[src/hdl/rcd_pkg.sv]
// Shared codes and the controller/datapath command type for the restricted circular deque.
package rcd_pkg;

    // Request codes
    localparam logic [1:0] REQ_PUSH_BACK  = 2'd0;
    localparam logic [1:0] REQ_PUSH_FRONT = 2'd1;
    localparam logic [1:0] REQ_POP_FRONT  = 2'd2;
    localparam logic [1:0] REQ_POP_BACK   = 2'd3;

    // Status codes
    localparam logic [1:0] STAT_OK        = 2'd0;
    localparam logic [1:0] STAT_OVERFLOW  = 2'd1;
    localparam logic [1:0] STAT_UNDERFLOW = 2'd2;
    localparam logic [1:0] STAT_REFUSED   = 2'd3;

    // Restriction modes
    localparam logic MODE_IN_RESTRICTED  = 1'b0;
    localparam logic MODE_OUT_RESTRICTED = 1'b1;

    localparam int POP_WIDTH  = 32;
    localparam int FILL_WIDTH = 5;

    typedef struct packed {
        logic exec;   // apply the presented item to state and memory
        logic load;   // capture the result into the output register
    } t_dp_cmd;

endpackage

[src/hdl/restricted_circular_deque_core.sv]
// Restricted circular deque core: top level joining controller and datapath.
// Result path: the accepted item's ring-memory read is registered, then loaded into the output register.
// A new item is taken only after the previous result has been taken; set by the registered
//   ring-memory read and the single result register that holds until taken.
// Reset (synchronous, active low): deque empty, indices zero, mode input-restricted.
// Ring contents are not cleared; a read value is only returned for an entry that has been written.
module restricted_circular_deque_core #(
    parameter int RING_DEPTH = 16,
    parameter int DATA_WIDTH = 32
) (
    input  logic               i_clk,
    input  logic               i_rst_n,
    // request channel
    input  logic               i_in_valid,
    output logic               o_in_stall,
    input  logic [1:0]         i_req_type,
    input  logic signed [31:0] i_push_value,
    // result channel
    output logic               o_out_valid,
    input  logic               i_out_stall,
    output logic signed [31:0] o_pop_value,
    output logic [1:0]         o_status,
    output logic [4:0]         o_fill_count,
    // mode register write channel
    input  logic               i_cfg_valid,
    output logic               o_cfg_ready,
    input  logic               i_cfg_data
);

    rcd_pkg::t_dp_cmd cmd;

    // Mode register accepts writes at any time; user must write it only while idle (not enforced).
    assign o_cfg_ready = 1'b1;

    // Controller: accepts an item only in idle, then walks read and delivery.
    rcd_ctrl u_ctrl (
        .i_clk       (i_clk),
        .i_rst_n     (i_rst_n),
        .i_in_valid  (i_in_valid),
        .o_in_stall  (o_in_stall),
        .o_out_valid (o_out_valid),
        .i_out_stall (i_out_stall),
        .o_cmd       (cmd)
    );

    // Datapath: status decode, index update, ring write/read, result register.
    rcd_datapath #(
        .RING_DEPTH (RING_DEPTH),
        .DATA_WIDTH (DATA_WIDTH)
    ) u_dp (
        .i_clk        (i_clk),
        .i_rst_n      (i_rst_n),
        .i_cmd        (cmd),
        .i_cfg_we     (i_cfg_valid && o_cfg_ready),
        .i_cfg_data   (i_cfg_data),
        .i_req_type   (i_req_type),
        .i_push_value (i_push_value),
        .o_pop_value  (o_pop_value),
        .o_status     (o_status),
        .o_fill_count (o_fill_count)
    );

`ifndef SYNTHESIS
    // No new item while a result is pending
    a_no_accept_while_pending: assert property (@(posedge i_clk) disable iff (!i_rst_n)
        o_out_valid |-> o_in_stall)
        else $error("item accepted while result pending");

    // Result shows after accept, once the LOAD state has passed
    a_result_latency: assert property (@(posedge i_clk) disable iff (!i_rst_n)
        (i_in_valid && !o_in_stall) |=> !o_out_valid ##1 o_out_valid)
        else $error("result latency broken");

    // Overflow only reported with a full ring
    a_overflow_full: assert property (@(posedge i_clk) disable iff (!i_rst_n)
        (o_out_valid && (o_status == rcd_pkg::STAT_OVERFLOW))
            |-> (o_fill_count == 5'(RING_DEPTH)))
        else $error("overflow with ring not full");

    // Underflow only from an empty deque, and returns zero
    a_underflow_empty: assert property (@(posedge i_clk) disable iff (!i_rst_n)
        (o_out_valid && (o_status == rcd_pkg::STAT_UNDERFLOW))
            |-> ((o_fill_count == '0) && (o_pop_value == '0)))
        else $error("underflow with elements held");
`endif

endmodule

[src/hdl/rcd_ctrl.sv]
// Handshake controller: sequences accept, memory read and result delivery.
module rcd_ctrl (
    input  logic             i_clk,
    input  logic             i_rst_n,
    input  logic             i_in_valid,
    output logic             o_in_stall,
    output logic             o_out_valid,
    input  logic             i_out_stall,
    output rcd_pkg::t_dp_cmd o_cmd
);

    typedef enum logic [2:0] {
        ST_IDLE = 3'b001,
        ST_LOAD = 3'b010,
        ST_SEND = 3'b100
    } t_state;

    t_state r_state, n_state;

    always_comb begin
        n_state = r_state;
        unique case (r_state)
            ST_IDLE: begin
                if (i_in_valid) n_state = ST_LOAD;
            end
            ST_LOAD: begin
                n_state = ST_SEND;
            end
            ST_SEND: begin
                if (!i_out_stall) n_state = ST_IDLE;
            end
            default: begin
                n_state = ST_IDLE;
            end
        endcase
    end

    always_ff @(posedge i_clk) begin
        if (!i_rst_n) begin
            r_state <= ST_IDLE;
        end else begin
            r_state <= n_state;
        end
    end

    assign o_in_stall  = (r_state != ST_IDLE);
    assign o_out_valid = (r_state == ST_SEND);
    assign o_cmd.exec  = (r_state == ST_IDLE) && i_in_valid;
    assign o_cmd.load  = (r_state == ST_LOAD);

endmodule

[src/hdl/rcd_datapath.sv]
// Deque datapath: ring memory, front/back indices, element count, mode register.
module rcd_datapath #(
    parameter int RING_DEPTH = 16,
    parameter int DATA_WIDTH = 32
) (
    input  logic                                 i_clk,
    input  logic                                 i_rst_n,
    input  rcd_pkg::t_dp_cmd                     i_cmd,
    input  logic                                 i_cfg_we,
    input  logic                                 i_cfg_data,
    input  logic [1:0]                           i_req_type,
    input  logic signed [31:0]                   i_push_value,
    output logic signed [rcd_pkg::POP_WIDTH-1:0] o_pop_value,
    output logic [1:0]                           o_status,
    output logic [rcd_pkg::FILL_WIDTH-1:0]       o_fill_count
);

    localparam int IW = (RING_DEPTH > 1) ? $clog2(RING_DEPTH) : 1;
    localparam int CW = $clog2(RING_DEPTH + 1);
    localparam logic [IW-1:0] LAST_IDX = IW'(RING_DEPTH - 1);
    localparam logic [CW-1:0] FULL_CNT = CW'(RING_DEPTH);

    logic [DATA_WIDTH-1:0] mem [RING_DEPTH];

    logic [IW-1:0]         r_front, n_front;
    logic [IW-1:0]         r_back, n_back;
    logic [CW-1:0]         r_count, n_count;
    logic                  r_mode;
    logic [DATA_WIDTH-1:0] r_rd_data;
    logic                  r_pop_ok;
    logic [1:0]            r_status;
    logic signed [rcd_pkg::POP_WIDTH-1:0] r_pop_value;

    logic            is_push, refused, do_push, do_pop;
    logic [1:0]      stat;
    logic [IW-1:0]   slot;

    function automatic logic [IW-1:0] step_up(input logic [IW-1:0] idx);
        return (idx == LAST_IDX) ? '0 : idx + 1'b1;
    endfunction

    function automatic logic [IW-1:0] step_down(input logic [IW-1:0] idx);
        return (idx == '0) ? LAST_IDX : idx - 1'b1;
    endfunction

    always_comb begin
        is_push = (i_req_type == rcd_pkg::REQ_PUSH_BACK) ||
                  (i_req_type == rcd_pkg::REQ_PUSH_FRONT);
        refused = ((i_req_type == rcd_pkg::REQ_PUSH_FRONT) &&
                   (r_mode == rcd_pkg::MODE_IN_RESTRICTED)) ||
                  ((i_req_type == rcd_pkg::REQ_POP_BACK) &&
                   (r_mode == rcd_pkg::MODE_OUT_RESTRICTED));
        do_push = 1'b0;
        do_pop  = 1'b0;
        priority if (refused) begin
            stat = rcd_pkg::STAT_REFUSED;
        end else if (is_push && (r_count >= FULL_CNT)) begin
            stat = rcd_pkg::STAT_OVERFLOW;
        end else if (!is_push && (r_count == '0)) begin
            stat = rcd_pkg::STAT_UNDERFLOW;
        end else begin
            stat    = rcd_pkg::STAT_OK;
            do_push = is_push;
            do_pop  = !is_push;
        end

        n_front = r_front;
        n_back  = r_back;
        n_count = r_count;
        slot    = (i_req_type == rcd_pkg::REQ_POP_BACK) ? r_back : r_front;
        if (do_push) begin
            n_count = r_count + 1'b1;
            priority if (r_count == '0) begin
                n_front = '0;
                n_back  = '0;
                slot    = '0;
            end else if (i_req_type == rcd_pkg::REQ_PUSH_BACK) begin
                n_back = step_up(r_back);
                slot   = n_back;
            end else begin
                n_front = step_down(r_front);
                slot    = n_front;
            end
        end else if (do_pop) begin
            n_count = r_count - 1'b1;
            priority if (r_count == CW'(1)) begin
                n_front = '0;
                n_back  = '0;
            end else if (i_req_type == rcd_pkg::REQ_POP_FRONT) begin
                n_front = step_up(r_front);
            end else begin
                n_back = step_down(r_back);
            end
        end
    end

    // Ring memory: one registered read per item, plus one write for an accepted push
    always_ff @(posedge i_clk) begin
        if (i_cmd.exec) begin
            if (do_push) mem[slot] <= DATA_WIDTH'(i_push_value);
            r_rd_data <= mem[slot];
        end
    end

    always_ff @(posedge i_clk) begin
        if (!i_rst_n) begin
            r_front <= '0;
            r_back  <= '0;
            r_count <= '0;
            r_mode  <= rcd_pkg::MODE_IN_RESTRICTED;
        end else begin
            if (i_cfg_we) r_mode <= i_cfg_data;
            if (i_cmd.exec) begin
                r_front <= n_front;
                r_back  <= n_back;
                r_count <= n_count;
            end
        end
    end

    always_ff @(posedge i_clk) begin
        if (i_cmd.exec) begin
            r_pop_ok <= do_pop;
            r_status <= stat;
        end
        if (i_cmd.load) begin
            r_pop_value <= r_pop_ok ?
                rcd_pkg::POP_WIDTH'($signed(r_rd_data)) : '0;
        end
    end

    assign o_pop_value  = r_pop_value;
    assign o_status     = r_status;
    assign o_fill_count = rcd_pkg::FILL_WIDTH'(r_count);

endmodule
[config.mk]
export PLATFORM = sky130hd
export DESIGN_NAME = restricted_circular_deque_core
export DESIGN_NICKNAME = d
export VERILOG_FILES = /design/src/hdl/rcd_pkg.sv /design/src/hdl/restricted_circular_deque_core.sv /design/src/hdl/rcd_ctrl.sv /design/src/hdl/rcd_datapath.sv
export SDC_FILE = /design/constraint.sdc
export NUM_CORES = 1
export LEC_CHECK = 0
export BUFFER_PORTS_ARGS = -buffer_cell sky130_fd_sc_hd__buf_2
export CORE_MARGIN = 10
export CORE_UTILIZATION = 53
export CTS_CLUSTER_SIZE = 10
export DETAILED_ROUTE_END_ITERATION = 12
export HOLD_SLACK_MARGIN = 0.15
export PLACE_DENSITY = 0.7
export SKIP_CTS_REPAIR_TIMING = 1
export SYNTH_ARGS = -nofsm -noshare
export SYNTH_HDL_FRONTEND = slang
export SYNTH_SLANG_ARGS = --single-unit
[constraint.sdc]
create_clock -name i_clk -period 5 [get_ports i_clk]
set_input_delay 0.5 -clock i_clk [delete_from_list [all_inputs] [get_ports i_clk]]
set_output_delay 0.5 -clock i_clk [all_outputs]
set_load 0.005 [all_outputs]
==> run_results.csv, run 1 <==
group,metric,value,unit
run_status,outcome,"finished, final reports clean",
finish,finish.instance_area,26000,sq um
logic_synthesis,synth_cells,1087,
timing,final.setup.worst_slack,0.978,ns
timing,maxSlewViolCount,0,
logic_synthesis,synthesized_area_per_cell,21.0,sq um
worst_setup_path,crit-reg2reg-capture,"u_dp.mem[4][27]",
cts,cts_tree,"done",
worst_setup_path,r2r_setup_slack,0.98,ns
global_route,grt_pass1_vias,11500,
route,detail_route.wirelength,48100,microns
floorplan,die-area,51800,sq um
min_path,hp-class,"input pin to flop",
worst_setup_path,startpoint,"u_dp.o_fill_count[0]",
cts,cts-buffers-inserted,70,
cts,clk_latency,0.57,ns
logic_synthesis,synthMostInstantiatedCell,"sky130_fd_sc_hd__edfxtp_1",
route,drt_pass1_iterations,5,
logic_synthesis,synth_cell_types,59,
logic_synthesis,synthesis_stage_register_bit_count,596,
placement,dp_hpwl,25600,microns
worst_setup_path,critical_path.endpoint,"u_dp.mem[4][27]",
logic_synthesis,synth_enable_flop_cells,579,
route,antenna_left,0,
route,number_of_violations_reported_at_the_end_of_detailed_routing_iteration_0,1063,
logic_synthesis,async_reset_ff_share,0,%
floorplan,start_util,54.0,%
global_route,grt.overflow.total,0,
worst_setup_path,cp.buffers_inverters,2,
finish,final_net_count,1260,
worst_setup_path,r2r-start,"u_dp.o_fill_count[0]",
logic_synthesis,synth.yosys.seq_area_share,77.6,%
timing,setup_violations,0,
global_route,grt.busiest_layer,"met2",
placement,placed_area,24100,sq um
min_path,holdCritStartpoint,"i_rst_n",
pwr,pwr_density_cell,419,nW/um^2
timing,grt_setup_unrepaired,"no",
logic_synthesis,post_synth_most_frequent_cells,"579 x sky130_fd_sc_hd__edfxtp_1, 128 x sky130_fd_sc_hd__mux4_2, 66 x sky130_fd_sc_hd__a22oi_1",
placement,gpl_congestion,0.803,
global_route,global_route.usage.met1,26.7,%
worst_setup_path,cp_slowest_cell,"sky130_fd_sc_hd__nor2_4",
floorplan,placement_rows,75,
worst_setup_path,cpPeakStageDelay,0.85,ns
cts,deepest_level_of_the_cts_h_tree,3,
logic_synthesis,yosysWarnings,0,
worst_setup_path,crit_path_max_fanout,22,
finish,number_of_fillers_in_the_final_layout,2874,
floorplan,io_pins,82,
placement,place_worst_setup_slack,0.925,ns
logic_synthesis,post_syn_nets,1134,
worst_setup_path,worstPathArrival,4.29,ns
global_route,grt_use_total,19.1,%
floorplan,die_w,228,microns
logic_synthesis,synth.largest_area_cell,"sky130_fd_sc_hd__edfxtp_1",
route,vias_per_cell,6.15,
worst_setup_path,critical_path_class,"flop to flop",
logic_synthesis,synth_top_cell_area_share,76.1,%
timing,clock.fmax,0.249,GHz
timing,min_period_over_period,80.4,%
route,detail_route.drc_violations,0,
timing,final_hold_violations,0,
route,num_vias,11100,
global_route,global_route.usage.met3,3.59,%
worst_setup_path,worst_ep_required_time,5.27,ns
global_route,grtUsageMet2,30.7,%
global_route,grt_start_max_net_pins,69,
placement,placement.io_buffers,80,
worst_setup_path,crit_family,"simple AND/OR/NAND/NOR gates",
logic_synthesis,top_cells_by_area_synth,"sky130_fd_sc_hd__edfxtp_1 76%, sky130_fd_sc_hd__mux4_2 13%, sky130_fd_sc_hd__a22oi_1 2.2%",
timing,max-slew-margin-rel,31.7,%
worst_setup_path,timing.reg2reg.worst_path_depth,8,
cts,clock_tree.buffer_depth,3,
pwr,power_leakage,8.41,nW
logic_synthesis,synth.cell_area,22800,sq um
cts,clk_transition_reported_paths,0.06,ns
worst_setup_path,critical_path_depth,8,
timing,totalNegativeSetupSlack,0,ns
flow_run,drv_cap,0,
route,wl_per_cell,26.6,microns
global_route,antenna_violations_before_repair,1,
floorplan,core_area,42300,sq um
pwr,ir_worst_vdd,0.000313,V
timing,skew,0.0241,ns
global_route,grt_first_pass_wirelength,73100,microns
worst_setup_path,cp_cell_sequence,"inv_1 -> ha_1 -> or4b_1 -> nand3_2 -> o32a_2 -> nand4_1 -> nor2_4 -> buf_4",
cts,cts_root_buf,"sky130_fd_sc_hd__clkbuf_16",
cts,cts_sinks,596,
worst_setup_path,setup.worst_path.start_class,"flop",
worst_setup_path,setup.worst_path.end_class,"flop",
finish,syn_to_final_growth,14.0,%
timing,worst_pin_slew,1.02,ns
floorplan,dieHeight,228,microns
logic_synthesis,yosys_most_used_dff,"sky130_fd_sc_hd__edfxtp_1",
finish,ant_cells,0,
timing,period_needed,4.02,ns
finish,layout-drive-gt1-share,28.2,%
[metrics by stage]
step                      hold WS [ns]  cells  power (W)  util (%)
after CTS                        0.128   1810     0.0110      61.5
final                            0.141   1810     0.0109      61.5
after global routing             0.152   1810     0.0113      61.5
after global placement           0.505   1718    0.00664      57.0
after detailed placement         0.511   1718    0.00665      57.0
after floorplan                  0.479   1087    0.00638         -
[flip-flops by register name (all words and copies together) (netlist names)]
signal	count
u_dp.o_status	2
u_dp.o_pop_value	32
u_dp.r_back	4
u_dp.r_mode	1
u_dp.o_fill_count	5
u_dp.r_rd_data	32
u_dp.r_front	4
u_ctrl.r_state	3
u_dp.mem	512
u_dp.r_pop_ok	1
[cell families (layout without fill, tap and decap cells)]
family / Yosys count / after routing / synth area share [%]
multiplexers: 134 / 134 / 12.9
buffers and inverters: 69 / 215 / 1.61
AND/OR/NAND/NOR: 146 / 146 / 3.25
adder cells (fa/ha/maj): 7 / 7 / 0.383
flip-flops: 596 / 596 / 77.6
XOR/XNOR: 7 / 7 / 0.268
other: 1 / 1 / 0.0164
AO/OA/AOI/OAI: 127 / 127 / 3.97
[area by class of cell]
class,instances,area (sq um),area share (%)
flip-flops and latches,596,17700,68.1
multi-input cells,422,4930,18.9
clock buffers,84,1850,7.09
well taps,577,722,2.77
repair buffers,111,708,2.72
clock inverters,8,62.6,0.240
inverters,12,45.0,0.173
[cell usage in the layout, fill, tap and decap left out, drive strengths merged, types with 4 or more instances in the layout]
cell	count
buf	111
edfxtp	579
clkbuf	84
ha	7
nand3	7
a31oi	4
mux4	128
o21ai	12
nand2b	4
nand2	43
dfxtp	17
a21oi	13
a22oi	66
clkinv	4
xnor2	5
a211oi	6
inv	15
and2	34
mux2i	5
o31ai	5
nor2	34
[worst reg2reg max path: stages, from the launching register on]
cell and delay (ns):
sky130_fd_sc_hd__dfxtp_1 0.36, sky130_fd_sc_hd__inv_1 0.11, sky130_fd_sc_hd__ha_1 0.20, sky130_fd_sc_hd__or4b_1 0.51, sky130_fd_sc_hd__nand3_2 0.19, sky130_fd_sc_hd__o32a_2 0.63
sky130_fd_sc_hd__nand4_1 0.57, sky130_fd_sc_hd__nor2_4 0.85, sky130_fd_sc_hd__buf_4 0.31
[how the worst min path moves through the flow]
stage	to	slack (ns)	cells after the start
after detailed placement	u_dp.o_pop_value[25]	0.51	1
after floorplan	u_ctrl.r_state[2]	0.48	1
after CTS	u_ctrl.r_state[0]	0.13	2
after global placement	u_dp.o_pop_value[8]	0.51	1
after global routing	u_ctrl.r_state[0]	0.15	2
final	u_ctrl.r_state[0]	0.14	2
[per-layer routing]
layer  up-vias  part of all wire [%]
li1       4755                     -
met1      5889                    42
met2       419                    50
met3        58                   6.8
met4         2                   1.5
met5         -                 0.015
[report_power, final]
group | total [W] | internal, W | switching [W]
registers | 0.00563 | 0.00560 | 0.0000345
logic | 0.000918 | 0.000403 | 0.000515
clock network | 0.00436 | 0.00258 | 0.00179
total | 0.0109 | 0.00858 | 0.00234
Power figures use the tool's default switching activity.
==> run 2, diff against run 1 <==
--- a/config.mk
+++ b/config.mk
@@ -11,7 +11,7 @@
 export CTS_CLUSTER_SIZE = 10
 export DETAILED_ROUTE_END_ITERATION = 12
 export HOLD_SLACK_MARGIN = 0.15
-export PLACE_DENSITY = 0.7
+export PLACE_DENSITY = 0.73
 export SKIP_CTS_REPAIR_TIMING = 1
 export SYNTH_ARGS = -nofsm -noshare
 export SYNTH_HDL_FRONTEND = slang
==> constraint.sdc (replaced) <==
create_clock -name i_clk -period 3.7 [get_ports i_clk]
set_input_delay 0.37 -clock i_clk [delete_from_list [all_inputs] [get_ports i_clk]]
set_output_delay 0.37 -clock i_clk [all_outputs]
set_load 0.005 [all_outputs]
==> run 2 against run 1 <==
  * Non-clock buffer count increased by 26
  * Hold slack improved by 0.016 ns
  * Sequential power increased by 35%
  * Wire length increased by 4.9%
  * Final area increased by 1.2%
  * Largest power group unchanged
  * Highest routed layer unchanged
==> run_results.csv, run 2 (synthesized netlist as in run 1, its figures left out) <==
group,metric,value,unit
finish,mostFrequentLayoutCell,"sky130_fd_sc_hd__edfxtp_1",
floorplan,placement_rows,75,
finish,finish.instance_area,26400,sq um
timing,min_period_over_period,91.5,%
timing,setup_violations,0,
floorplan,dieHeight,228,microns
cts,clk_latency,0.59,ns
worst_setup_path,worst_ep_required_time,4.02,ns
route,wl_per_cell,27.5,microns
route,number_of_violations_reported_at_the_end_of_detailed_routing_iteration_0,1233,
worst_setup_path,setup.worst_path.start_class,"flop",
placement,placement.io_buffers,80,
global_route,antenna_violations_before_repair,5,
finish,syn_to_final_growth,15.4,%
run_status,outcome,"finished, final reports clean",
finish,top_register,"u_dp.mem",
cts,deepest_level_of_the_cts_h_tree,3,
cts,cts_root_buf,"sky130_fd_sc_hd__clkbuf_16",
cts,clock_tree.buffer_depth,3,
worst_setup_path,r2r-start,"u_dp.o_fill_count[0]",
worst_setup_path,critical_path_class,"flop to flop",
timing,clock.fmax,0.295,GHz
floorplan,start_util,54.0,%
placement,dp_hpwl,26700,microns
timing,maxSlewViolCount,0,
route,detailroute.wirelength.met3,4710,microns
worst_setup_path,startpoint,"u_dp.o_fill_count[0]",
cts,cts_tree,"done",
worst_setup_path,setup.worst_path.end_class,"flop",
worst_setup_path,worstPathArrival,3.71,ns
placement,placed_area,24400,sq um
global_route,grt_pass1_vias,11500,
route,drt_pass1_iterations,5,
floorplan,die_w,228,microns
finish,layout_common_cells,"579 x sky130_fd_sc_hd__edfxtp_1, 128 x sky130_fd_sc_hd__mux4_2, 80 x sky130_fd_sc_hd__buf_2, 70 x sky130_fd_sc_hd__clkbuf_16, 66 x sky130_fd_sc_hd__a22oi_1",
global_route,grt_start_max_net_pins,70,
timing,totalNegativeSetupSlack,0,ns
floorplan,die-area,51800,sq um
floorplan,core_area,42300,sq um
min_path,hp-class,"input pin to flop",
cts,cts_sinks,596,
floorplan,io_pins,82,
route,highest_layer,"met5",
finish,final_net_count,1286,
timing,grt_setup_unrepaired,"no",
global_route,grt_use_total,19.8,%
timing,worst_pin_slew,0.815,ns
route,drt-met1-wl,20300,microns
finish,largest_register_ffs,512,
pwr,ir_worst_vdd,0.000337,V
pwr,power_leakage,8.57,nW
worst_setup_path,crit_path_max_fanout,41,
cts,clk_transition_reported_paths,0.05,ns
worst_setup_path,r2r_setup_slack,0.32,ns
route,detail_route.wirelength,50500,microns
global_route,grt_first_pass_wirelength,74900,microns
min_path,holdCritStartpoint,"i_push_value[16]",
route,routed-wl-met2,24400,microns
placement,gpl_congestion,0.817,
flow_run,drv_cap,0,
timing,max-slew-margin-rel,45.5,%
timing,skew,0.0233,ns
route,vias_per_cell,6.24,
timing,final_hold_violations,0,
route,antenna_left,0,
finish,layout-drive-gt1-share,29.4,%
timing,period_needed,3.38,ns
finish,post-route-util,62.3,%
route,num_vias,11400,
global_route,grt.overflow.total,0,
cts,cts-buffers-inserted,70,
pwr,pwr_density_cell,559,nW/um^2
route,detail_route.drc_violations,0,
[run 2: stage by stage]
stage	instances	worst slack, ns	total power, W	hold slack, ns
finish	1832	0.315	0.0147	0.158
global route	1831	0.123	0.0152	0.150
CTS	1826	0.287	0.0148	-0.00520
detailed placement	1739	0.345	0.00901	0.512
global placement	1739	0.418	0.00899	0.506
floorplan	1087	-0.431	0.00862	0.446
[run 2: report_power, final]
group          total, W  internal (W)  switching (W)
registers       0.00762       0.00756      0.0000516
clock network   0.00587       0.00341        0.00246
logic           0.00127      0.000568       0.000697
[run 2: final timing paths]
path / end / depth (start not counted)
setup / recovery: u_dp.r_rd_data[8] / 9
hold / removal: u_dp.mem[2][16] / 1
hold reg to reg: u_dp.o_pop_value[5] / 1
setup reg to reg: u_dp.r_rd_data[8] / 9
[run 2: cell type report]
type	instances	area, sq um
Antenna cell	1	2.50
Multi-Input combinational cell	422	4930
Tap cell	577	722
Fill cell	2828	16000
Inverter	12	45.0
Clock inverter	8	106
Timing Repair Buffer	137	1040
Sequential cell	596	17700
Clock buffer	79	1790
[run 2: critical path: stages, from the launching register on]
cell and delay [ns]:
sky130_fd_sc_hd__dfxtp_1 0.36, sky130_fd_sc_hd__inv_1 0.11, sky130_fd_sc_hd__ha_1 0.19, sky130_fd_sc_hd__or4b_1 0.50, sky130_fd_sc_hd__nand3_2 0.18, sky130_fd_sc_hd__o32a_2 0.48
sky130_fd_sc_hd__buf_12 0.37, sky130_fd_sc_hd__mux4_2 0.56, sky130_fd_sc_hd__a22oi_1 0.24, sky130_fd_sc_hd__nand2_1 0.10
[run 2: layer usage]
layer / vias up / global-route usage (%)
met5: - / 0
met4: 6 / 6.13
met3: 85 / 4.53
met2: 545 / 30.9
met1: 5995 / 27.6
li1: 4792 / -
